**src/design/lpsd_pkg.sv**
```systemverilog
// types, constants and helper functions of the led panel scan driver
package lpsd_pkg;

  localparam int SCAN_STEPS    = 4;
  localparam int CHAIN_LENGTH  = 256;
  localparam int ROWS_PER_BAND = 16;
  localparam int PANEL_COLS    = 64;
  localparam int BAND_COUNT    = 3;
  localparam int MAX_BANDS     = 3;

  localparam int STORE_DEPTH = SCAN_STEPS * CHAIN_LENGTH;
  localparam int STORE_AW    = $clog2(STORE_DEPTH);
  localparam int SCAN_W      = $clog2(SCAN_STEPS);
  localparam int CHAIN_W     = $clog2(CHAIN_LENGTH);
  localparam int BIT_W       = $clog2(2 * CHAIN_LENGTH);
  localparam int TICK_W      = 16;
  localparam int ROW_W       = 6;
  localparam int COL_W       = 6;
  localparam int BAND_W      = 2;

  localparam logic [BIT_W-1:0] LAST_SHIFT_TICK = BIT_W'(2 * CHAIN_LENGTH - 1);

  localparam logic [TICK_W-1:0] BLANK_TICKS_RST  = 16'd10;
  localparam logic [TICK_W-1:0] SETTLE_TICKS_RST = 16'd2;
  localparam logic [TICK_W-1:0] ON_TICKS_RST     = 16'd2500;

  localparam int APB_AW = 4;
  localparam int APB_DW = 32;

  typedef enum logic {
    REQ_PIXEL = 1'b0,
    REQ_TICK  = 1'b1
  } req_e;

  typedef enum logic [1:0] {
    REG_BLANK  = 2'd0,
    REG_SETTLE = 2'd1,
    REG_ON     = 2'd2
  } reg_idx_e;

  typedef enum logic [2:0] {
    PH_BLANK  = 3'd0,
    PH_ADDR   = 3'd1,
    PH_SHIFT  = 3'd2,
    PH_LATCH  = 3'd3,
    PH_SETTLE = 3'd4,
    PH_ON     = 3'd5
  } phase_e;

  // pin levels after one tick, plus whether the data lines take new bits
  typedef struct packed {
    logic              shift_clock;
    logic              latch_level;
    logic              output_enable;
    logic [SCAN_W-1:0] row_address;
    logic              load_data;
  } pins_t;

  typedef struct packed {
    pins_t               pins;
    logic [STORE_AW-1:0] rd_addr;
  } seq_out_t;

  function automatic logic [BAND_W-1:0] pixel_band(input logic [ROW_W-1:0] row);
    return row[ROW_W-1:4];
  endfunction

  // scan state = row%4, chain bit = (col/8)*32 + ((15-row%16)/4)*8 + col%8
  function automatic logic [STORE_AW-1:0] pixel_addr(input logic [ROW_W-1:0] row,
                                                     input logic [COL_W-1:0] col);
    logic [3:0] r;
    r = row[3:0];
    return {r[1:0], col[5:3], ~r[3:2], col[2:0]};
  endfunction

endpackage

```
**src/design/lpsd_band_store.sv**
```systemverilog
// one-bit-wide band store with one write port and a registered read port
module lpsd_band_store import lpsd_pkg::*; #(
  parameter int Depth = STORE_DEPTH
) (
  input  logic                     clk_i,
  input  logic                     we_i,
  input  logic [$clog2(Depth)-1:0] waddr_i,
  input  logic                     wdata_i,
  input  logic                     re_i,
  input  logic [$clog2(Depth)-1:0] raddr_i,
  output logic                     rdata_o
);

  logic mem_q [Depth];
  logic rdata_q;

  always_ff @(posedge clk_i) begin
    if (we_i) begin
      mem_q[waddr_i] <= wdata_i;
    end
    if (re_i) begin
      rdata_q <= mem_q[raddr_i];
    end
  end

  assign rdata_o = rdata_q;

endmodule

```
**src/design/lpsd_scan_seq.sv**
```systemverilog
// refresh sequencer: phase, scan state, bit and tick counters, control pins
module lpsd_scan_seq import lpsd_pkg::*; (
  input  logic              clk_i,
  input  logic              rst_ni,
  input  logic              step_i,
  input  logic [TICK_W-1:0] blank_ticks_i,
  input  logic [TICK_W-1:0] settle_ticks_i,
  input  logic [TICK_W-1:0] on_ticks_i,
  output seq_out_t          seq_o
);

  phase_e              phase_q, phase_d;
  logic [SCAN_W-1:0]   scan_q, scan_d;
  logic [BIT_W-1:0]    bit_q, bit_d;
  logic [TICK_W-1:0]   tick_q, tick_d;
  logic                clk_q, clk_d;
  logic                lat_q, lat_d;
  logic                oe_q, oe_d;
  logic [SCAN_W-1:0]   addr_q, addr_d;
  logic                load;

  always_ff @(posedge clk_i or negedge rst_ni) begin
    if (!rst_ni) begin
      phase_q <= PH_BLANK;
      scan_q  <= '0;
      bit_q   <= '0;
      tick_q  <= '0;
      clk_q   <= 1'b0;
      lat_q   <= 1'b1;
      oe_q    <= 1'b0;
      addr_q  <= '0;
    end else if (step_i) begin
      phase_q <= phase_d;
      scan_q  <= scan_d;
      bit_q   <= bit_d;
      tick_q  <= tick_d;
      clk_q   <= clk_d;
      lat_q   <= lat_d;
      oe_q    <= oe_d;
      addr_q  <= addr_d;
    end
  end

  always_comb begin
    phase_d = phase_q;
    scan_d  = scan_q;
    bit_d   = bit_q;
    tick_d  = tick_q;
    clk_d   = clk_q;
    lat_d   = lat_q;
    oe_d    = oe_q;
    addr_d  = addr_q;
    load    = 1'b0;

    // phases whose count has run out fall through within the same tick
    if (phase_d == PH_SETTLE && tick_d >= settle_ticks_i) begin
      tick_d  = '0;
      phase_d = PH_ON;
    end
    if (phase_d == PH_ON && tick_d >= on_ticks_i) begin
      tick_d  = '0;
      scan_d  = scan_d + SCAN_W'(1);
      phase_d = PH_BLANK;
    end
    if (!(phase_d inside {PH_ADDR, PH_SHIFT, PH_LATCH, PH_SETTLE, PH_ON})) begin
      phase_d = PH_BLANK;
      oe_d    = 1'b0;
      if (tick_d >= blank_ticks_i) begin
        tick_d  = '0;
        phase_d = PH_ADDR;
      end
    end

    case (phase_d)
      PH_ADDR: begin
        addr_d  = scan_d;
        oe_d    = 1'b0;
        phase_d = PH_SHIFT;
        bit_d   = '0;
      end
      PH_SHIFT: begin
        if (!bit_q[0]) begin
          load  = 1'b1;
          clk_d = 1'b0;
        end else begin
          clk_d = 1'b1;
        end
        if (bit_q == LAST_SHIFT_TICK) begin
          phase_d = PH_LATCH;
          bit_d   = '0;
        end else begin
          bit_d = bit_q + BIT_W'(1);
        end
      end
      PH_LATCH: begin
        if (bit_q == '0) begin
          lat_d = 1'b0;
          clk_d = 1'b0;
          bit_d = BIT_W'(1);
        end else begin
          lat_d   = 1'b1;
          bit_d   = '0;
          tick_d  = '0;
          phase_d = PH_SETTLE;
        end
      end
      PH_SETTLE: begin
        tick_d = tick_d + TICK_W'(1);
      end
      PH_ON: begin
        oe_d   = 1'b1;
        tick_d = tick_d + TICK_W'(1);
      end
      default: begin
        tick_d = tick_d + TICK_W'(1);
      end
    endcase
  end

  assign seq_o.pins.shift_clock   = clk_d;
  assign seq_o.pins.latch_level   = lat_d;
  assign seq_o.pins.output_enable = oe_d;
  assign seq_o.pins.row_address   = addr_d;
  assign seq_o.pins.load_data     = load;
  assign seq_o.rd_addr            = {scan_q, bit_q[BIT_W-1:1]};

endmodule

```
**src/design/led_panel_scan_driver_top.sv**
```systemverilog
// top level of the quarter scan led panel driver
//
//   channel | direction | handshake                    | payload
//   --------+-----------+------------------------------+-------------------------------------
//   in      | sink      | in_valid_i / in_stall_o      | req_type, pixel_row, pixel_col, pixel_on
//   out     | source    | out_valid_o / out_stall_i    | shift_clock .. data_z (pin levels)
//   cfg     | apb slave | psel penable pwrite pready   | blank, settle, on tick counts
//
// one item is taken every cycle while in_stall_o is low; a tick result passes the read stage
// (band store read) and then the result register before it reaches the outputs
// after reset the band stores are cleared one address per cycle, all 1024 addresses, with in_stall_o
// held high; configuration writes are taken throughout
// a stalled result holds in the output register while the pipe behind it keeps filling
module led_panel_scan_driver_top import lpsd_pkg::*; #(
  parameter int BandCount = BAND_COUNT
) (
  input  logic              clk_i,
  input  logic              rst_ni,
  // request channel
  input  logic              in_valid_i,
  output logic              in_stall_o,
  input  logic              req_type_i,
  input  logic [ROW_W-1:0]  pixel_row_i,
  input  logic [COL_W-1:0]  pixel_col_i,
  input  logic              pixel_on_i,
  // pin level channel
  output logic              out_valid_o,
  input  logic              out_stall_i,
  output logic              shift_clock_o,
  output logic              latch_level_o,
  output logic              output_enable_o,
  output logic [SCAN_W-1:0] row_address_o,
  output logic              data_x_o,
  output logic              data_y_o,
  output logic              data_z_o,
  // configuration port
  input  logic              psel,
  input  logic              penable,
  input  logic              pwrite,
  input  logic [APB_AW-1:0] paddr,
  input  logic [APB_DW-1:0] pwdata,
  output logic [APB_DW-1:0] prdata,
  output logic              pready
);

  // configuration registers
  logic [TICK_W-1:0] blank_ticks_q, settle_ticks_q, on_ticks_q;
  reg_idx_e          cfg_idx;
  logic              cfg_wr;

  // band store clearing pass
  logic                clr_busy_q;
  logic [STORE_AW-1:0] clr_addr_q;

  // input register
  logic             s1_valid_q;
  req_e             s1_req_q;
  logic [ROW_W-1:0] s1_row_q;
  logic [COL_W-1:0] s1_col_q;
  logic             s1_on_q;

  // read stage
  logic  s2_valid_q;
  pins_t s2_pins_q;

  // result register and live data line levels
  logic                 out_valid_q;
  pins_t                out_pins_q;
  logic [MAX_BANDS-1:0] data_q, data_d;

  logic                 out_ready, s2_ready, s1_go, tick_step, pix_step, accept;
  logic                 s2_move;
  seq_out_t             seq;
  logic [BAND_W-1:0]    pix_band;
  logic [STORE_AW-1:0]  pix_addr;
  logic [MAX_BANDS-1:0] rd_bits;

  // ---------------------------------------------------------------------------
  // configuration port: registers at byte addresses 0, 4 and 8
  // ---------------------------------------------------------------------------
  assign cfg_idx = reg_idx_e'(paddr[APB_AW-1:2]);
  assign cfg_wr  = psel && penable && pwrite;
  assign pready  = 1'b1;

  always_ff @(posedge clk_i or negedge rst_ni) begin
    if (!rst_ni) begin
      blank_ticks_q  <= BLANK_TICKS_RST;
      settle_ticks_q <= SETTLE_TICKS_RST;
      on_ticks_q     <= ON_TICKS_RST;
    end else if (cfg_wr) begin
      case (cfg_idx)
        REG_BLANK:  blank_ticks_q  <= pwdata[TICK_W-1:0];
        REG_SETTLE: settle_ticks_q <= pwdata[TICK_W-1:0];
        REG_ON:     on_ticks_q     <= pwdata[TICK_W-1:0];
        default: ;  // unmapped address, write dropped
      endcase
    end
  end

  always_comb begin
    case (cfg_idx)
      REG_BLANK:  prdata = APB_DW'(blank_ticks_q);
      REG_SETTLE: prdata = APB_DW'(settle_ticks_q);
      REG_ON:     prdata = APB_DW'(on_ticks_q);
      default:    prdata = '0;
    endcase
  end

  // ---------------------------------------------------------------------------
  // flow control: each stage moves when the one after it has room
  // ---------------------------------------------------------------------------
  assign out_ready = !out_valid_q || !out_stall_i;
  assign s2_ready  = !s2_valid_q || out_ready;
  assign s2_move   = s2_valid_q && out_ready;
  // a pixel write finishes in the input register and never waits on the result side
  assign s1_go     = s1_valid_q && ((s1_req_q == REQ_PIXEL) || s2_ready);
  assign tick_step = s1_go && (s1_req_q == REQ_TICK);
  assign pix_step  = s1_go && (s1_req_q == REQ_PIXEL);
  assign in_stall_o = clr_busy_q || (s1_valid_q && !s1_go);
  assign accept     = in_valid_i && !in_stall_o;

  always_ff @(posedge clk_i or negedge rst_ni) begin
    if (!rst_ni) begin
      clr_busy_q <= 1'b1;
      clr_addr_q <= '0;
    end else if (clr_busy_q) begin
      clr_addr_q <= clr_addr_q + STORE_AW'(1);
      if (clr_addr_q == STORE_AW'(STORE_DEPTH - 1)) begin
        clr_busy_q <= 1'b0;
      end
    end
  end

  // input register
  always_ff @(posedge clk_i or negedge rst_ni) begin
    if (!rst_ni) begin
      s1_valid_q <= 1'b0;
    end else if (accept) begin
      s1_valid_q <= 1'b1;
    end else if (s1_go) begin
      s1_valid_q <= 1'b0;
    end
  end

  always_ff @(posedge clk_i) begin
    if (accept) begin
      s1_req_q <= req_e'(req_type_i);
      s1_row_q <= pixel_row_i;
      s1_col_q <= pixel_col_i;
      s1_on_q  <= pixel_on_i;
    end
  end

  // ---------------------------------------------------------------------------
  // refresh sequencer, stepped once per tick leaving the input register
  // ---------------------------------------------------------------------------
  lpsd_scan_seq u_seq (
    .clk_i          (clk_i),
    .rst_ni         (rst_ni),
    .step_i         (tick_step),
    .blank_ticks_i  (blank_ticks_q),
    .settle_ticks_i (settle_ticks_q),
    .on_ticks_i     (on_ticks_q),
    .seq_o          (seq)
  );

  // ---------------------------------------------------------------------------
  // band stores: pixel writes, clearing pass and the shift read
  // ---------------------------------------------------------------------------
  assign pix_band = pixel_band(s1_row_q);
  assign pix_addr = pixel_addr(s1_row_q, s1_col_q);

  for (genvar b = 0; b < MAX_BANDS; b++) begin : g_band
    if (b < BandCount) begin : g_store
      logic                we;
      logic [STORE_AW-1:0] waddr;
      logic                wdata;

      assign we    = clr_busy_q || (pix_step && (pix_band == BAND_W'(b)));
      assign waddr = clr_busy_q ? clr_addr_q : pix_addr;
      assign wdata = !clr_busy_q && s1_on_q;

      lpsd_band_store #(
        .Depth (STORE_DEPTH)
      ) u_store (
        .clk_i   (clk_i),
        .we_i    (we),
        .waddr_i (waddr),
        .wdata_i (wdata),
        .re_i    (tick_step),
        .raddr_i (seq.rd_addr),
        .rdata_o (rd_bits[b])
      );
      // active low data: a lit pixel drives the line low
      assign data_d[b] = (s2_pins_q.load_data) ? !rd_bits[b] : data_q[b];
    end else begin : g_absent
      // band not fitted: its data line rests high
      assign rd_bits[b] = 1'b0;
      assign data_d[b]  = 1'b1;
    end
  end

  // ---------------------------------------------------------------------------
  // read stage and result register
  // ---------------------------------------------------------------------------
  always_ff @(posedge clk_i or negedge rst_ni) begin
    if (!rst_ni) begin
      s2_valid_q <= 1'b0;
    end else if (tick_step) begin
      s2_valid_q <= 1'b1;
    end else if (s2_move) begin
      s2_valid_q <= 1'b0;
    end
  end

  always_ff @(posedge clk_i) begin
    if (tick_step) begin
      s2_pins_q <= seq.pins;
    end
  end

  always_ff @(posedge clk_i or negedge rst_ni) begin
    if (!rst_ni) begin
      out_valid_q <= 1'b0;
      data_q      <= '1;
    end else begin
      if (s2_move) begin
        out_valid_q <= 1'b1;
        data_q      <= data_d;
      end else if (out_valid_q && !out_stall_i) begin
        out_valid_q <= 1'b0;
      end
    end
  end

  always_ff @(posedge clk_i) begin
    if (s2_move) begin
      out_pins_q <= s2_pins_q;
    end
  end

  assign out_valid_o     = out_valid_q;
  assign shift_clock_o   = out_pins_q.shift_clock;
  assign latch_level_o   = out_pins_q.latch_level;
  assign output_enable_o = out_pins_q.output_enable;
  assign row_address_o   = out_pins_q.row_address;
  assign data_x_o        = data_q[0];
  assign data_y_o        = data_q[1];
  assign data_z_o        = data_q[2];

endmodule

```
**config.mk**
```make
export PLATFORM = sky130hd
export DESIGN_NAME = led_panel_scan_driver_top
export DESIGN_NICKNAME = d
export VERILOG_FILES = /design/src/design/lpsd_pkg.sv /design/src/design/lpsd_band_store.sv /design/src/design/lpsd_scan_seq.sv /design/src/design/led_panel_scan_driver_top.sv
export SDC_FILE = /design/constraint.sdc
export NUM_CORES = 2
export LEC_CHECK = 0
export BUFFER_PORTS_ARGS = -buffer_cell sky130_fd_sc_hd__buf_2
export CORE_UTILIZATION = 45
export DETAILED_ROUTE_END_ITERATION = 10
export HOLD_SLACK_MARGIN = 0.1
export PLACE_DENSITY_LB_ADDON = 0.12
export SLEW_MARGIN = 10
export SYNTH_ARGS = -nofsm -noshare
export SYNTH_HDL_FRONTEND = slang
export SYNTH_SLANG_ARGS = --single-unit
```
**constraint.sdc**
```tcl
create_clock -name clk_i -period 83.1 [get_ports clk_i]
set_clock_uncertainty 0.2 [all_clocks]
set_input_delay 8.31 -clock clk_i [delete_from_list [all_inputs] [get_ports clk_i]]
set_output_delay 8.31 -clock clk_i [all_outputs]
set_load 0.03 [all_outputs]
```
==> impl_results.md <==
* Outcome: complete, no violations
* Synth warn at 0
* Initial antenna violation count at 15
* Initial Util at 45.3%
* WP data arrival at 9810 ps
* Gr busiest metal: met2
* Most common flop cell mapped by yosys: edfxtp_1
* LEAKAGE at approximately 45 nW
* Mapped cell area at 0.139 sq mm
* Worst-Margin Slew at 1230 ps
* Hold WS at between 150 and 200 ps
* # hold bufs at CTS at 0
* Die ar. at 0.311 sq mm
* Critical path endpoint category: output pin
* Post-synthesis sequential area ratio at 68.9%
* WHS Endpoint: data_q[1]
* Final min period at 18320 ps
* Min-Delay Path Depth at 1
* CP bufs+invs at 3
* Number of placed cells counting well taps at 13100
* Synth Area in Adders at 0.478%
* Total I/O pin count at 100
* Number of routed nets with antenna violations at 0
* Mux contribution to synthesized area at a little over an eighth
* Routed WL at between 400000 and 500000 um
* Critical path's top delay family: buffers and inverters
* Post-DP HPWL at roughly 220000 um
* Num CTS Buffers at 351
* Setup bufs post-CTS at 0
* Final Setup Violations at 0
* Multi-input logic area at 0.0394 sq mm
* Met1 Resource Use GR at 34.7%
* Post-synth EDFFs at 3100
* Critical path cell sequence: buf_2 -> nor2b_1 -> buf_4 -> nand2_1 -> o21ai_0 -> buf_2
* Slowest cell on crit path: nor2b_1
* Post-CTS sizing at 0
* Routed via count at between 80000 and 90000
* Register Area at 0.0956 sq mm
* Largest family of logic cells by synthesized area: multiplexers
* Final net count at 9505
* FF+latch count, synth at 3200
* Final period utilization at ~22%
* Reg2reg setup slack at approximately 74000 ps
* DR WL/cell at just under 30 um
* Worst vdd ir at 0.0226 mV
* Slew headroom at between 10% and 20%
* RSZ-0062 raised after global routing: false
* Routability cong. at 0.823
* CORE AREA at 0.306 sq mm
* Most common cell after layout, fill and taps aside: nor2_1
* Layout Cells excl Fill at between 10000 and 15000
* Max Freq at 54.6 MHz
* # fillers at ~26000
* DR pass1 iterations at 6
* Post-route setup slack at ~65000 ps
* Area Growth Syn to Fin at 10.5%
* CTS root buf: clkbuf_16
* Die Ht at between 500 and 600 um
* R2r worst-path depth at 28
* Vias in the first global route at 82800
* Final Slew Violations at 0
* Overflow after GRT at 0
* Worst-path fanout max at 20
* Async S/R FF share, synth at 3.13%
* I/O Buffers at 64
* Worst min path class: flip-flop to flip-flop
* Hold_sp: g_band[1].g_store.u_store.rdata_o
* Grt met3 use at 4.26%
* Via-to-Cell Ratio at 6.03
* Crit Reg-Reg Startpoint: u_seq.tick_q[11]
* Post-synthesis simple-gate area fraction at 10.6%
* Synth Area in Compound Gates at 3.53%
* FF-to-FF End: u_seq.tick_q[14]
* Clock latency on the worst-skew pair at 940 ps
* Max Cap Viol at 0
* Synthesized area per cell at 14.3 sq um
* Crit start category: input port
* Total Negative Setup Slacks at 0 ps
* Pwr/cell area at 25.0 mW/mm^2
* CTS tree: built
* Kind of critical path: input port to output pin
* Clock-pin slew on the worst setup and hold paths at 60 ps
* Global-route usage over all layers at 25.8%
* H-tree depth at 5
* Largest net degree at the start of global routing at 250
* Crit path depth at 6
* CP max stage delay at 400 ps
* XOR/XNOR Fraction of Synth Area at 0.0821%
* Mapped Cells at 9681
* Sink Count at 3200
* First DRT Iteration DRCs at about 10000
* Layout cells sized above 1 at 17.3%
* Die width at 557 um
* Met2 Resource Use GR at a little over two fifths
* First-pass GRT wire length at 576000 um
* Worst slack at placement at 64750 ps
* Overall power at 3.83 mW
* Commonest non-fill, non-tap cells in the layout: 3195 x nor2_1, 3100 x edfxtp_1, 752 x mux4_2
* Residual DRC at 0
* CP most frequent cell: buf_2
* Row count at 203
* Worst Path Required at 74590 ps
* Synth cell types at between 70 and 80
* Final Hold Viols at 0
* CTS Buffer Depth at 4
-- cell type report --
cell class	instances	area share, %
tap	4100	3.35
multi-input combinational	5473	25.7
clock inverter	181	0.918
inverter	69	0.171
timing repair buffer	300	1.46
clock buffer	446	6.06
sequential	3200	62.4
antenna	14	0.0228
-- per-layer routing --
metal / part of all wire (%) / wire, um / vias to the layer above
met4: 3.1 / 12400 / 8
met2: 49 / 197000 / 3394
li1: - / - / 35000
met1: 40 / 161000 / 44100
met3: 8.1 / 32700 / 628
met5: 0.015 / 61 / -
-- cells by family after synthesis --
family / count (synthesis)
AO/OA/AOI/OAI: 701
flip-flops: 3200
XOR/XNOR: 13
multiplexers: 901
adder cells (fa/ha/maj): 53
other: 2
buffers and inverters: 1023
AND/OR/NAND/NOR: 3788
-- where the power goes --
group	leakage (nW)	internal (mW)	switching, mW	total, mW
Clock	5.24	0.830	0.648	1.48
Combinational	10.7	0.240	0.309	0.549
Sequential	29.1	1.78	0.0190	1.80
-- worst reg2reg max path, delay by kind of cell (launching register included) --
kind	cells	cell delay, ps
AO/OA/AOI/OAI	16	4960
AND/OR/NAND/NOR	8	2050
adder cells (fa/ha/maj)	4	1040
flip-flops	1	540
-- registers in the layout (all words and copies together) (netlist names), 2 cells and up --
name / count
u_seq.scan_q: 2
g_band.g_store.u_store.mem_q: 3072
u_seq.addr_q: 2
u_seq.tick_q: 16
settle_ticks_q: 16
g_band.g_store.u_store.rdata_o: 3
s2_pins_q: 6
on_ticks_q: 16
row_address_o: 2
u_seq.bit_q: 9
s1_col_q: 6
u_seq.phase_q: 3
clr_addr_q: 10
s1_row_q: 6
data_q: 3
blank_ticks_q: 16
-- cell usage after synthesis (23+ instances only) --
cell type	number	area, sq um
mux4_2	752	16900
dfrtp_1	87	2180
buf_1	142	533
clkbuf_1	649	2440
nand3_1	62	310
o21ai_0	105	526
ha_1	53	663
mux2_2	27	304
nand2_1	352	1320
and2_1	23	144
mux2i_1	122	1220
nor2_1	3197	12000
a21oi_1	111	556
a221oi_1	62	543
o22ai_1	40	250
nor2b_1	23	144
nor3_1	35	175
a22o_1	61	534
edfxtp_1	3100	93100
inv_1	67	251
buf_4	59	443
buf_2	94	470
a22oi_1	178	1340
-- worst max path at each step --
stage                          start                                 end  slack (ps)
after global routing        paddr[3]                           prdata[7]       64650
after detailed placement    paddr[3]                           prdata[7]       64750
after floorplan           clr_busy_q  g_band[0].g_store.u_store.mem_q[0]       30470
after CTS                   paddr[3]                           prdata[7]       64750
after global placement      paddr[3]                           prdata[7]       64730
final                       paddr[3]                           prdata[7]       64780
-- stage by stage --
stage / cell area [sq um] / util [%]
floorplan: 139000 / -
global placement: 143000 / 46.6
detailed placement: 143000 / 46.6
CTS: 153000 / 50.0
global route: 153000 / 50.1
finish: 153000 / 50.1
No activity file was read; power rests on OpenSTA's default activity.
